==> config.mk <==
export PLATFORM = sky130hd
export DESIGN_NAME = vt100_key_sequence_decoder
export DESIGN_NICKNAME = d
export VERILOG_FILES = /design/src/design/vt100_pkg.sv /design/src/design/vt100_dec.sv /design/src/design/vt100_key_sequence_decoder.sv
export SDC_FILE = /design/constraint.sdc
export NUM_CORES = 1
export LEC_CHECK = 0
export ABC_AREA = 1
export BUFFER_PORTS_ARGS = -buffer_cell sky130_fd_sc_hd__clkbuf_2
export CORE_ASPECT_RATIO = 0.8
export CORE_MARGIN = 2
export CORE_UTILIZATION = 53
export CTS_CLUSTER_DIAMETER = 50
export DETAILED_ROUTE_END_ITERATION = 6
export GPL_TIMING_DRIVEN = 0
export PLACE_DENSITY = 0.76
export SLEW_MARGIN = 25
export SYNTH_ARGS = -nofsm -noshare
export SYNTH_HDL_FRONTEND = slang
export SYNTH_SLANG_ARGS = --single-unit
==> constraint.sdc <==
create_clock -name clock -period 2.85 [get_ports clock]
set_input_delay 0.1425 -clock clock [delete_from_list [all_inputs] [get_ports clock]]
set_output_delay 0.1425 -clock clock [all_outputs]
set_load 0.01 [all_outputs]
==> src/design/vt100_pkg.sv <==
package vt100_pkg;

   // Byte codes that steer the decoder.
   localparam logic [7:0] CHAR_NUL     = 8'h00;
   localparam logic [7:0] CHAR_BS      = 8'h08;
   localparam logic [7:0] CHAR_LF      = 8'h0A;
   localparam logic [7:0] CHAR_CR      = 8'h0D;
   localparam logic [7:0] CHAR_ESC     = 8'h1B;
   localparam logic [7:0] CHAR_BRACKET = 8'h5B;
   localparam logic [7:0] CHAR_TILDE   = 8'h7E;
   localparam logic [7:0] CHAR_ZERO    = 8'h30;
   localparam logic [7:0] CHAR_NINE    = 8'h39;
   localparam logic [7:0] CHAR_UPPER_A = 8'h41;
   localparam logic [7:0] CHAR_UPPER_D = 8'h44;

   // Escape phase codes.
   localparam logic [1:0] PH_IDLE    = 2'd0;
   localparam logic [1:0] PH_ESC     = 2'd1;
   localparam logic [1:0] PH_BRACKET = 2'd2;
   localparam logic [1:0] PH_NUMBER  = 2'd3;

   // Key codes with a fixed meaning.
   localparam logic [4:0] KEY_NONE      = 5'd0;
   localparam logic [4:0] KEY_BACKSPACE = 5'd0;

   // Saturation limit of the collected number.
   localparam logic [11:0] NUMBER_MAX = 12'd255;

   typedef struct packed {
      logic [1:0] phase;
      logic [7:0] number;
   } esc_state_type;

   typedef struct packed {
      logic       emit;
      logic       is_key;
      logic [7:0] char_value;
      logic [4:0] key_code;
   } dec_result_type;

   // Maps the number of an ESC [ n ~ sequence to a key code; zero means unknown.
   function automatic logic [4:0] number_key(input logic [7:0] number);
      logic [4:0] key;
      key = KEY_NONE;
      case (number)
         8'd1:  key = 5'd5;
         8'd2:  key = 5'd6;
         8'd3:  key = 5'd9;
         8'd4:  key = 5'd7;
         8'd5:  key = 5'd8;
         8'd6:  key = 5'd10;
         8'd11: key = 5'd11;
         8'd12: key = 5'd12;
         8'd13: key = 5'd13;
         8'd14: key = 5'd14;
         8'd15: key = 5'd15;
         8'd17: key = 5'd16;
         8'd18: key = 5'd17;
         8'd19: key = 5'd18;
         8'd20: key = 5'd19;
         8'd21: key = 5'd20;
         8'd23: key = 5'd21;
         8'd24: key = 5'd22;
         default: key = KEY_NONE;
      endcase
      return key;
   endfunction

endpackage

==> src/design/vt100_dec.sv <==
module vt100_dec (
   input  logic [7:0]                 rx_byte,
   input  vt100_pkg::esc_state_type   state_cur,
   output vt100_pkg::esc_state_type   state_nxt,
   output vt100_pkg::dec_result_type  result
);
   import vt100_pkg::*;

   logic        is_digit;
   logic        is_arrow;
   logic [3:0]  digit;
   logic [11:0] number_sum;
   logic [7:0]  number_sat;
   logic [4:0]  tilde_key;

   // Classify the byte and build the next number value.
   assign is_digit   = (rx_byte >= CHAR_ZERO) && (rx_byte <= CHAR_NINE);
   assign is_arrow   = (rx_byte >= CHAR_UPPER_A) && (rx_byte <= CHAR_UPPER_D);
   assign digit      = 4'(rx_byte - CHAR_ZERO);
   assign number_sum = {4'd0, state_cur.number} * 12'd10 + {8'd0, digit};
   assign number_sat = (number_sum > NUMBER_MAX) ? 8'hFF : number_sum[7:0];
   assign tilde_key  = number_key(state_cur.number);

   // Decode one byte against the escape state.
   always_comb begin
      state_nxt = state_cur;
      result    = '0;
      if ((rx_byte == CHAR_NUL) || (rx_byte == CHAR_LF)) begin
         result.emit = 1'b0;
      end else if (rx_byte == CHAR_CR) begin
         result.emit       = 1'b1;
         result.char_value = CHAR_LF;
      end else if (rx_byte == CHAR_BS) begin
         result.emit     = 1'b1;
         result.is_key   = 1'b1;
         result.key_code = KEY_BACKSPACE;
      end else if (rx_byte == CHAR_ESC) begin
         state_nxt.phase  = PH_ESC;
         state_nxt.number = 8'd0;
      end else begin
         case (state_cur.phase)
            PH_IDLE: begin
               result.emit       = 1'b1;
               result.char_value = rx_byte;
            end
            PH_ESC: begin
               state_nxt.phase = (rx_byte == CHAR_BRACKET) ? PH_BRACKET : PH_IDLE;
            end
            PH_BRACKET: begin
               if (is_arrow) begin
                  state_nxt.phase = PH_IDLE;
                  result.emit     = 1'b1;
                  result.is_key   = 1'b1;
                  result.key_code = 5'(rx_byte - CHAR_UPPER_A) + 5'd1;
               end else if (is_digit) begin
                  state_nxt.phase  = PH_NUMBER;
                  state_nxt.number = {4'd0, digit};
               end else begin
                  state_nxt.phase = PH_IDLE;
               end
            end
            default: begin
               if (is_digit) begin
                  state_nxt.number = number_sat;
               end else if (rx_byte == CHAR_TILDE) begin
                  state_nxt.phase = PH_IDLE;
                  if (tilde_key != KEY_NONE) begin
                     result.emit     = 1'b1;
                     result.is_key   = 1'b1;
                     result.key_code = tilde_key;
                  end
               end
            end
         endcase
      end
   end

endmodule

==> src/design/vt100_key_sequence_decoder.sv <==
// VT100 key sequence decoder.
//
// The request channel (req_valid, req_stall, req_rx_byte) takes one terminal
// byte per transaction. The response channel (rsp_valid, rsp_stall and the
// rsp_ fields) gives at most one result per byte: a plain character, or a
// key code when rsp_is_key is high. Bytes that end in no result (NUL, LF,
// escape prefixes, unknown sequences) give no response transaction.
//
// A byte is captured in an input register, decoded combinationally against
// the escape state, and its result lands in the response register, so a
// result passes through both registers before it is on the response ports.
// One byte is taken every cycle as long as the response side keeps up; the
// combinational decode and state update between the two registers set that rate.
//
// Reset is synchronous and active high; it empties both registers and puts
// the escape state back to idle with the number cleared. While the receiver
// stalls a pending result, the response holds steady and the byte waiting
// in the input register stays there; req_stall rises only when that register
// is full and cannot move on.
module vt100_key_sequence_decoder (
   input  logic       clock,
   input  logic       reset,
   input  logic       req_valid,
   output logic       req_stall,
   input  logic [7:0] req_rx_byte,
   output logic       rsp_valid,
   input  logic       rsp_stall,
   output logic       rsp_is_key,
   output logic [7:0] rsp_char_value,
   output logic [4:0] rsp_key_code
);
   import vt100_pkg::*;

   logic           in_valid_ff;
   logic           in_valid_in;
   logic [7:0]     in_byte_ff;
   logic [7:0]     in_byte_in;
   esc_state_type  state_ff;
   esc_state_type  state_in;
   esc_state_type  state_nxt;
   dec_result_type dec_result;
   logic           rsp_valid_ff;
   logic           rsp_valid_in;
   logic           rsp_is_key_ff;
   logic           rsp_is_key_in;
   logic [7:0]     rsp_char_ff;
   logic [7:0]     rsp_char_in;
   logic [4:0]     rsp_key_ff;
   logic [4:0]     rsp_key_in;
   logic           out_free;
   logic           dec_fire;
   logic           req_take;

   vt100_dec u_dec (
      .rx_byte   (in_byte_ff),
      .state_cur (state_ff),
      .state_nxt (state_nxt),
      .result    (dec_result)
   );

   // Flow control between the input register and the response register.
   assign out_free  = !rsp_valid_ff || !rsp_stall;
   assign dec_fire  = in_valid_ff && out_free;
   assign req_stall = in_valid_ff && !out_free;
   assign req_take  = req_valid && !req_stall;

   // Next values of the input register and the escape state.
   always_comb begin
      in_valid_in = in_valid_ff;
      in_byte_in  = in_byte_ff;
      state_in    = state_ff;
      if (dec_fire) begin
         in_valid_in = 1'b0;
         state_in    = state_nxt;
      end
      if (req_take) begin
         in_valid_in = 1'b1;
         in_byte_in  = req_rx_byte;
      end
   end

   // Next values of the response register.
   always_comb begin
      rsp_valid_in  = rsp_valid_ff;
      rsp_is_key_in = rsp_is_key_ff;
      rsp_char_in   = rsp_char_ff;
      rsp_key_in    = rsp_key_ff;
      if (out_free) begin
         rsp_valid_in = dec_fire && dec_result.emit;
      end
      if (dec_fire && dec_result.emit) begin
         rsp_is_key_in = dec_result.is_key;
         rsp_char_in   = dec_result.char_value;
         rsp_key_in    = dec_result.key_code;
      end
   end

   // Control registers.
   always_ff @(posedge clock) begin
      if (reset) begin
         in_valid_ff  <= 1'b0;
         rsp_valid_ff <= 1'b0;
         state_ff     <= '{phase: PH_IDLE, number: 8'd0};
      end else begin
         in_valid_ff  <= in_valid_in;
         rsp_valid_ff <= rsp_valid_in;
         state_ff     <= state_in;
      end
   end

   // Payload registers.
   always_ff @(posedge clock) begin
      in_byte_ff    <= in_byte_in;
      rsp_is_key_ff <= rsp_is_key_in;
      rsp_char_ff   <= rsp_char_in;
      rsp_key_ff    <= rsp_key_in;
   end

   assign rsp_valid      = rsp_valid_ff;
   assign rsp_is_key     = rsp_is_key_ff;
   assign rsp_char_value = rsp_char_ff;
   assign rsp_key_code   = rsp_key_ff;

endmodule

==> results of run 1 <==
-- power breakdown --
part / internal [W] / switching (W)
Combinational: 0.0000260 / 0.0000524
Clock: 0.000172 / 0.000183
Sequential: 0.000612 / 0.0000140
Total: 0.000810 / 0.000249
-- cell usage after synthesis (2+ instances only) --
cell / number / area (µm²)
nand2_4: 2 / 22.5
ha_1: 24 / 300
nor2_2: 4 / 25.0
xnor2_1: 2 / 17.5
nand3_1: 39 / 195
edfxtp_1: 22 / 661
o21ai_0: 6 / 30.0
inv_2: 5 / 18.8
nand2_1: 80 / 300
nand4_1: 5 / 31.3
inv_1: 42 / 158
nand3b_1: 2 / 15.0
a21boi_1: 2 / 15.0
nand2_2: 10 / 62.6
o31ai_1: 2 / 15.0
o21ai_1: 2 / 10.0
a21oi_1: 16 / 80.1
dfxtp_1: 17 / 340
fa_1: 2 / 40.0
nor2_1: 31 / 116
nor3_1: 6 / 30.0
nor3_2: 2 / 20.0
-- worst max-delay path by stage --
stage / from / endpoint / slack, ns / cells after the start
global route: state_ff[1]$_SDFFE_PP0P_ / flop / -0.44 / 18
detailed placement: in_byte_ff[1]$_DFFE_PP_ / flop / -0.40 / 18
CTS: state_ff[1]$_SDFFE_PP0P_ / flop / -0.19 / 18
global placement: in_byte_ff[1]$_DFFE_PP_ / flop / -0.35 / 18
floorplan: state_ff[1]$_SDFFE_PP0P_ / flop / -0.03 / 18
finish: state_ff[1]$_SDFFE_PP0P_ / flop / -0.25 / 18
-- cell families (layout without fill, tap and decap cells) --
kind of cell / Yosys count / count (layout) / share of synthesized area
AOI/OAI and AO/OA: 35 / 35 / 0.0802
and+or+nand+nor: 188 / 188 / 0.340
buffers and inverters: 50 / 92 / 0.0708
adders and majority gates: 26 / 26 / 0.128
DFF: 39 / 39 / 0.375
xor gates and xnor gates: 2 / 2 / 0.00657
-- cell type report --
class / count / area share
clock inverter: 1 / 0.00157
clock buffer: 7 / 0.0239
tap: 62 / 0.0243
timing repair buffer: 34 / 0.0596
inverter: 47 / 0.0553
sequential: 39 / 0.316
buffer: 3 / 0.00392
multi-input combinational: 251 / 0.515
-- per-layer routing --
| metal | GRT usage | share of wire | vias to the layer above | wire [µm] |
|---|---|---|---|---|
| met3 | 0.0330 | 0.069 | 11 | 424 |
| met5 | 0 | 0 | - | 0 |
| met1 | 0.315 | 0.46 | 1088 | 2810 |
| met2 | 0.393 | 0.46 | 88 | 2840 |
| li1 | - | - | 1202 | - |
| met4 | 0.0574 | 0.0080 | 0 | 49 |
-- repair_timing --
| action | in CTS | in global routing |
|---|---|---|
| buffers inserted | 5 | 3 |
| gates resized for setup | 18 | 8 |
| hold endpoints to repair | 0 | 0 |
| setup endpoints to repair | 5 | 5 |
| pin swaps | 15 | 7 |
-- through the flow --
stage / utilization / TNS (ns)
2_1_floorplan: - / -0.0390
3_3_place_gp: 0.594 / -1.55
3_5_place_dp: 0.594 / -1.76
4_1_cts: 0.634 / -0.812
5_1_grt: 0.648 / -2.05
6_report: 0.648 / -1.09
-- cell usage in the layout (no fill, tap or decap), types with 6 or more instances in the layout --
cell	instances
nand2_2	13
nand3_2	7
dfxtp_1	15
inv_1	39
nor3_1	6
o21ai_0	6
buf_4	8
inv_2	8
nand2_1	77
a21oi_1	15
nor2_1	27
ha_1	17
nand3_1	31
edfxtp_1	22
clkbuf_2	26
-- worst max-delay path, cell delays in order, from the launching register on --
cell and delay [ns]:
dfxtp_4 0.36, ha_4 0.24, ha_4 0.16, fa_2 0.54
nand2_2 0.05, inv_2 0.08, nand3_2 0.10, o21bai_1 0.17
nand3_2 0.12, nor2_4 0.17, nand2_1 0.08, a21boi_2 0.23
nor2_4 0.08, inv_2 0.13, ha_4 0.18, nand3_4 0.09
nor2_4 0.14, nor2_1 0.06, nand2_1 0.06
==> qor.csv, run 1 <==
metric;value;unit
total power;0.00106;W
fmax;323;MHz
max-capacitance violation count;0;
Hold Vio Cnt, Final;0;
FF+latch area;1010;µm²
share of cells above drive strength 1;0.270;
drt drc;0;
# hold bufs at CTS;0;
Leakage;1.56;nW
Final setup viols;5;
ys async rst share;0;
synthesized flop and latch total;39;
R2R setup slack;-0.25;ns
Worst setup SP type;flop;
placed instance count;428;
CP max FO;5;
CP arrival;3.33;ns
antenna violations before repair;0;
outcome;finished, violations left;
PnR worst setup slack;-0.245;ns
Slew Limit Fails;0;
drt wl/cell;13.8;µm
worst clock skew;0.00881;ns
Synth Instances;340;
worst min-delay path class;in2reg;
Initial DRT Pass Iterations;6;
post-synth cell types;39;
unrepaired setup endpoints after global routing;yes;
worst r2r src;state_ff[1]$_SDFFE_PP0P_;
Vert. Die Dim;67.5;µm
core area;4920;µm²
post-synthesis sequential area ratio;0.375;
Crit Path Category;reg2reg;
HPWL after DPL;4690;µm
Hold Startpoint;req_rx_byte[6];
DR vias/cell;5.38;
CTS tree;yes;
Crit path required time;3.08;ns
ant diodes;0;
initial core utilization;0.542;
number of H-tree levels;2;
Syn Nets;378;
Post-Syn Area;2670;µm²
deepest clock path buffer count;2;
Root Buffer Master;clkbuf_8;
GRT overflow;0;
worst slew pin tran;0.585;ns
Max IR drop VDD;0.000252;V
port bufs;26;
# IOs;28;
GRT Total Usage;0.231;
EDFF count, synth;22;
Min Hold Slack;0.0214;ns
routability cong.;0.848;
cells on worst reg2reg path;18;
Final min period;3.10;ns
clk_lat worst skew;0.29;ns
PD cells;332;nW/µm²
Rel. slew slack;0.610;
largest net degree at the start of global routing;15;
row cnt;23;
WHS Path Cells;1;
Area Overhead vs Synth;19.6;%
first-pass GRT wire length;10200;µm
post-route clock period utilization;1.09;
TritonCTS Buffers;5;
final wirelength;6120;µm
routed vias;2389;
number of global-route vias before repair;2189;
Total Die Area;5620;µm²
area of the multi-input gates;1640;µm²
Placed Instance Area;2920;µm²
Die W;83.3;µm
CTS sink count;39;
fin cells;444;
endpoint type of the worst setup path;flop;
post-synthesis average cell area;7.85;µm²
Hold EP;in_byte_ff[6]$_DFFE_PP_;
Post-Place Setup Slack;-0.397;ns
yosys warns;0;
initial DRC count;219;
design area;3190;µm²
failing checks;setup timing;
Nets;419;
CTS clk-pin slew, worst paths;0.08;ns
fillcell total;415;
ys flop type;edfxtp_1;
DRT antenna net count;0;
(Power assumes the default switching activity.)
==> run 2: changes to the inputs <==
GPL_TIMING_DRIVEN = default   (was 0)
==> qor.csv, run 2 (synthesized netlist as in run 1, its figures left out) <==
metric;value;unit
slowest cell delay on critical path;0.54;ns
design area;3530;µm²
Placed Instance Area;3110;µm²
number of H-tree levels;2;
CTS sink count;39;
# IOs;28;
worst r2r src;state_ff[3]$_SDFFE_PP0P_;
post-route clock period utilization;1.07;
drt drc;0;
Max IR drop VDD;0.000324;V
Rel. slew slack;0.569;
row cnt;23;
met1 WL;3080;µm
endpoint type of the worst setup path;flop;
# hold bufs at CTS;0;
Root Buffer Master;clkbuf_8;
final core utilization;0.718;
Setup TNS Final;-1.02;ns
CTS tree;yes;
TritonCTS Buffers;5;
met2 WL post-DR;3340;µm
Hold Vio Cnt, Final;0;
unrepaired setup endpoints after global routing;yes;
CTS clk-pin slew, worst paths;0.08;ns
WHS Path Cells;1;
antenna violations before repair;0;
DR vias/cell;5.37;
failing checks;setup timing;
GRT Total Usage;0.263;
Die W;83.3;µm
most used cell, CP;ha_4;
ant diodes;0;
fmax;328;MHz
DRT antenna net count;0;
largest net degree at the start of global routing;15;
Leakage;1.74;nW
port bufs;27;
worst min-delay path class;in2reg;
Crit Path Category;reg2reg;
HPWL after DPL;5070;µm
Total Die Area;5620;µm²
core area;4920;µm²
Slew Limit Fails;0;
Nets;449;
most frequent cells in the layout;nand2_1, inv_1, buf_4;
cells on worst reg2reg path;17;
routed vias;2545;
deepest clock path buffer count;2;
Final min period;3.05;ns
Worst setup SP type;flop;
clk_lat worst skew;0.30;ns
Crit path required time;3.08;ns
initial core utilization;0.542;
Final setup viols;6;
PD cells;338;nW/µm²
Min Hold Slack;0.00997;ns
max-capacitance violation count;0;
outcome;finished, violations left;
worst clock skew;0.00584;ns
share of cells above drive strength 1;0.352;
Area Overhead vs Synth;32.5;%
drt wl/cell;14.9;µm
routability cong.;0.894;
crit-path cells;ha_4 -> ha_4 -> fa_2 -> nand2_2 -> inv_2 -> nand3_2 -> o21bai_1 -> nand3_2 -> nor2_4 -> nand2_2 -> a21boi_4 -> nor2_4 -> inv_2 -> ha_4 -> nand3_4 -> buf_6 -> o21ai_4;
first-pass GRT wire length;11500;µm
worst slew pin tran;0.646;ns
PnR worst setup slack;-0.202;ns
critical path's slowest cell;fa_2;
top sig layer;met4;
CP max FO;4;
Vert. Die Dim;67.5;µm
commonest non-fill, non-tap cell in the layout;nand2_1;
initial DRC count;214;
GRT overflow;0;
final wirelength;7040;µm
metal3 WL;488;µm
number of global-route vias before repair;2452;
Initial DRT Pass Iterations;5;
crit path launch;state_ff[3]$_SDFFE_PP0P_;
CP arrival;3.29;ns
Hold Startpoint;req_rx_byte[6];
==> run 2: where the power goes <==
group / total (W) / switching, W / leakage, nW / internal, W
sequential: 0.000623 / 0.0000105 / 0.348 / 0.000613
clock: 0.000486 / 0.000203 / 0.0612 / 0.000283
combinational: 0.0000861 / 0.0000572 / 1.33 / 0.0000289
total: 0.00120 / 0.000271 / 1.74 / 0.000925
==> run 2: final cells by class <==
cell class                      instances  area (µm²)
Sequential cell                        39        1010
Fill cell                             365        1390
Inverter                               47         179
Timing Repair Buffer                   67         447
Clock inverter                          2        35.0
Tap cell                               62        77.6
Multi-Input combinational cell        251        1710
Clock buffer                            6        82.6
==> run 2: metal layers <==
layer  global-route usage  vias up
met3               0.0465       15
met5                    0        -
met4               0.0799        0
li1                     -     1266
met1                0.331     1158
met2                0.473      106
==> run 2: path summary, 6_finish.rpt <==
check	slack, ns	end
max	-0.20	flop
max reg2reg	-0.20	flop
min	0.01	in_byte_ff[6]$_DFFE_PP_
min reg2reg	0.51	rsp_valid$_SDFFE_PP0P_
==> run 2: critical path, delay by kind of cell, from the launching register on <==
kind                     cells  cell delay [ns]
adder cells (fa/ha/maj)      4             1.11
AND/OR/NAND/NOR              7             0.70
AO/OA/AOI/OAI                3             0.49
flip-flops                   1             0.34
buffers and inverters        3             0.33
==> run 2: what timing repair did <==
action	CTS	global route
buffers inserted	13	1
gates resized for setup	23	18
pin swaps	14	12
endpoints found under the setup margin	5	9
==> run 2: metrics by stage <==
stage | instances | total power [W] | setup slack [ns]
after floorplan | 340 | 0.000684 | -0.0265
after global placement | 452 | 0.000717 | -0.204
after detailed placement | 452 | 0.000720 | -0.227
after CTS | 473 | 0.00120 | -0.101
after global routing | 474 | 0.00123 | -0.324
final | 474 | 0.00120 | -0.202
==> run 3: changes to the inputs <==
CORE_UTILIZATION = 54   (was 53)
PLACE_DENSITY = 0.77   (was 0.76)
SLEW_MARGIN = default   (was 25)
SYNTH_HIERARCHICAL = 1   (was default)
==> qor.csv, run 3 <==
metric;value;unit
met2 WL post-DR;2840;µm
worst slew pin tran;0.751;ns
Setup TNS Final;0;ns
switching portion of total power;0.327;
Pint;0.000864;W
sequential power share;0.462;
Clk network pwr share;0.264;
Die W;84.0;µm
number of H-tree levels;2;
# IOs;28;
Synth Instances;398;
number of global-route vias before repair;2301;
CTS clk-pin slew, worst paths;0.07;ns
post-synthesis sequential area ratio;0.326;
CP arrival;2.82;ns
worst min-delay path class;in2reg;
Final min period;2.64;ns
Final setup viols;0;
unrepaired setup endpoints after global routing;no;
share of cells above drive strength 1;0.176;
final wirelength;6620;µm
Crit path required time;3.03;ns
Root Buffer Master;clkbuf_8;
Rel. slew slack;0.499;
Slew Limit Fails;0;
Psw;0.000421;W
first-pass GRT wire length;10400;µm
TritonCTS Buffers;5;
Initial DRT Pass Iterations;5;
Hold Vio Cnt, Final;0;
Area contributors post-synth;edfxtp_1, nand2_1, ha_1, dfxtp_1, inv_1;
Commonest cells post-synth;nand2_1, inv_1, nor2_1;
yosys warns;6;
fmax;379;MHz
max FFs per register;10;
post-synth cell types;36;
Vert. Die Dim;68.0;µm
Total Die Area;5710;µm²
ys async rst share;0;
clk_lat worst skew;0.28;ns
Placed Instance Area;2960;µm²
row cnt;23;
Leakage;1.54;nW
post-synthesis average cell area;6.94;µm²
FF+latch area;906;µm²
endpoint type of the worst setup path;flop;
routed vias;2704;
area of the multi-input gates;1610;µm²
Comb pwr share;0.274;
most frequent cell after synthesis;nand2_1;
port bufs;27;
DR vias/cell;5.46;
Nets;466;
Worst setup SP type;flop;
Crit Path Category;reg2reg;
Synth area leader;edfxtp_1;
Biggest register;state_ff;
largest net degree at the start of global routing;25;
Max IR drop VDD;0.000289;V
top sig layer;met4;
GRT overflow;0;
initial DRC count;305;
fillcell total;433;
most frequent cells in the layout;nand2_1, inv_1, nor2_1;
drt drc;0;
metal3 WL;529;µm
EDFF count, synth;22;
deepest clock path buffer count;2;
PD cells;408;nW/µm²
worst clock skew;0.00292;ns
commonest non-fill, non-tap cell in the layout;nand2_1;
post-route clock period utilization;0.926;
GRT Total Usage;0.231;
total power;0.00128;W
area share of the largest cell type after synthesis;0.239;
DRT antenna net count;0;
Syn Nets;432;
ys flop type;edfxtp_1;
ant diodes;0;
initial core utilization;0.555;
synthesized flop and latch total;34;
CTS tree;yes;
Area Overhead vs Synth;14.1;%
CP max FO;12;
design area;3150;µm²
HPWL after DPL;4880;µm
drt wl/cell;13.4;µm
final core utilization;0.633;
core area;4980;µm²
outcome;finished, final reports clean;
Post-Syn Area;2760;µm²
antenna violations before repair;0;
CTS sink count;34;
routability cong.;1.01;
met1 WL;3160;µm
max-capacitance violation count;0;
run 3: power groups by stage:
stage | clock network (W) | registers [W] | logic (W)
final | 0.000340 | 0.000594 | 0.000352
after global routing | 0.000367 | 0.000598 | 0.000397
after CTS | 0.000347 | 0.000590 | 0.000323
after detailed placement | 0 | 0.000601 | 0.000320
after global placement | 0 | 0.000601 | 0.000315
after floorplan | 0 | 0.000600 | 0.000236
run 3: what timing repair did:
| item | 4_1_cts | 5_1_grt |
|---|---|---|
| setup endpoints to repair | 0 | 22 |
| gates resized for setup | 0 | 26 |
| hold buffers | 0 | 0 |
| setup buffers | 0 | 1 |
run 3: final cells by class:
| cell class | count | share of cell area |
|---|---|---|
| timing repair buffer | 37 | 0.0703 |
| clock inverter | 2 | 0.00278 |
| sequential | 34 | 0.287 |
| clock buffer | 6 | 0.0230 |
| multi-input combinational | 287 | 0.511 |
| inverter | 67 | 0.0810 |
| tap | 62 | 0.0246 |
run 3: per-layer routing:
metal / up-vias / track usage
met2: 114 / 0.365
met5: - / 0
met3: 12 / 0.0470
met1: 1213 / 0.321
li1: 1365 / -
met4: 0 / 0.0726
run 3: worst max-delay path: stages, from the launching register on:
cell and delay [ns]:
dfxtp_2 0.34, buf_4 0.18, ha_1 0.35, ha_4 0.30, inv_1 0.04, nand2_1 0.05
nand2_1 0.11, a21oi_1 0.14, nand3_1 0.09, nand2_1 0.07, nand3_2 0.08, nor2_4 0.19
nand2_1 0.09, nand2_1 0.08, nand2_1 0.05, nand2_1 0.07, nor2_1 0.04, inv_1 0.05
nand3_1 0.07, nand2_1 0.10, nor2_1 0.04
run 3: logic make-up (layout without fill, tap and decap cells):
family,Yosys count,count (layout),synth area share
simple gates,198,198,0.307
compound gates,64,64,0.133
buf+inv,77,112,0.119
fa+ha+maj,22,22,0.105
flops,34,34,0.326
xor+xnor,3,3,0.00952
run 3: metrics by stage:
step,cells,hold WS (ns),setup WS [ns]
after floorplan,398,0.212,0.183
after global placement,485,0.316,0.160
after detailed placement,485,0.321,0.125
after CTS,493,0.0275,0.102
after global routing,495,0.0304,0.00209
final,495,0.0318,0.211
run 3: worst paths after layout:
path	from	depth (start not counted)	endpoint	slack, ns
min reg2reg	state_ff[2]$_SDFFE_PP0P_	2	state_ff[2]$_SDFFE_PP0P_	0.55
min	reset	2	in_valid_ff$_SDFFE_PP0P_	0.03
max	state_ff[3]$_SDFFE_PP0P_	20	state_ff[2]$_SDFFE_PP0P_	0.21
max reg2reg	state_ff[3]$_SDFFE_PP0P_	20	state_ff[2]$_SDFFE_PP0P_	0.21
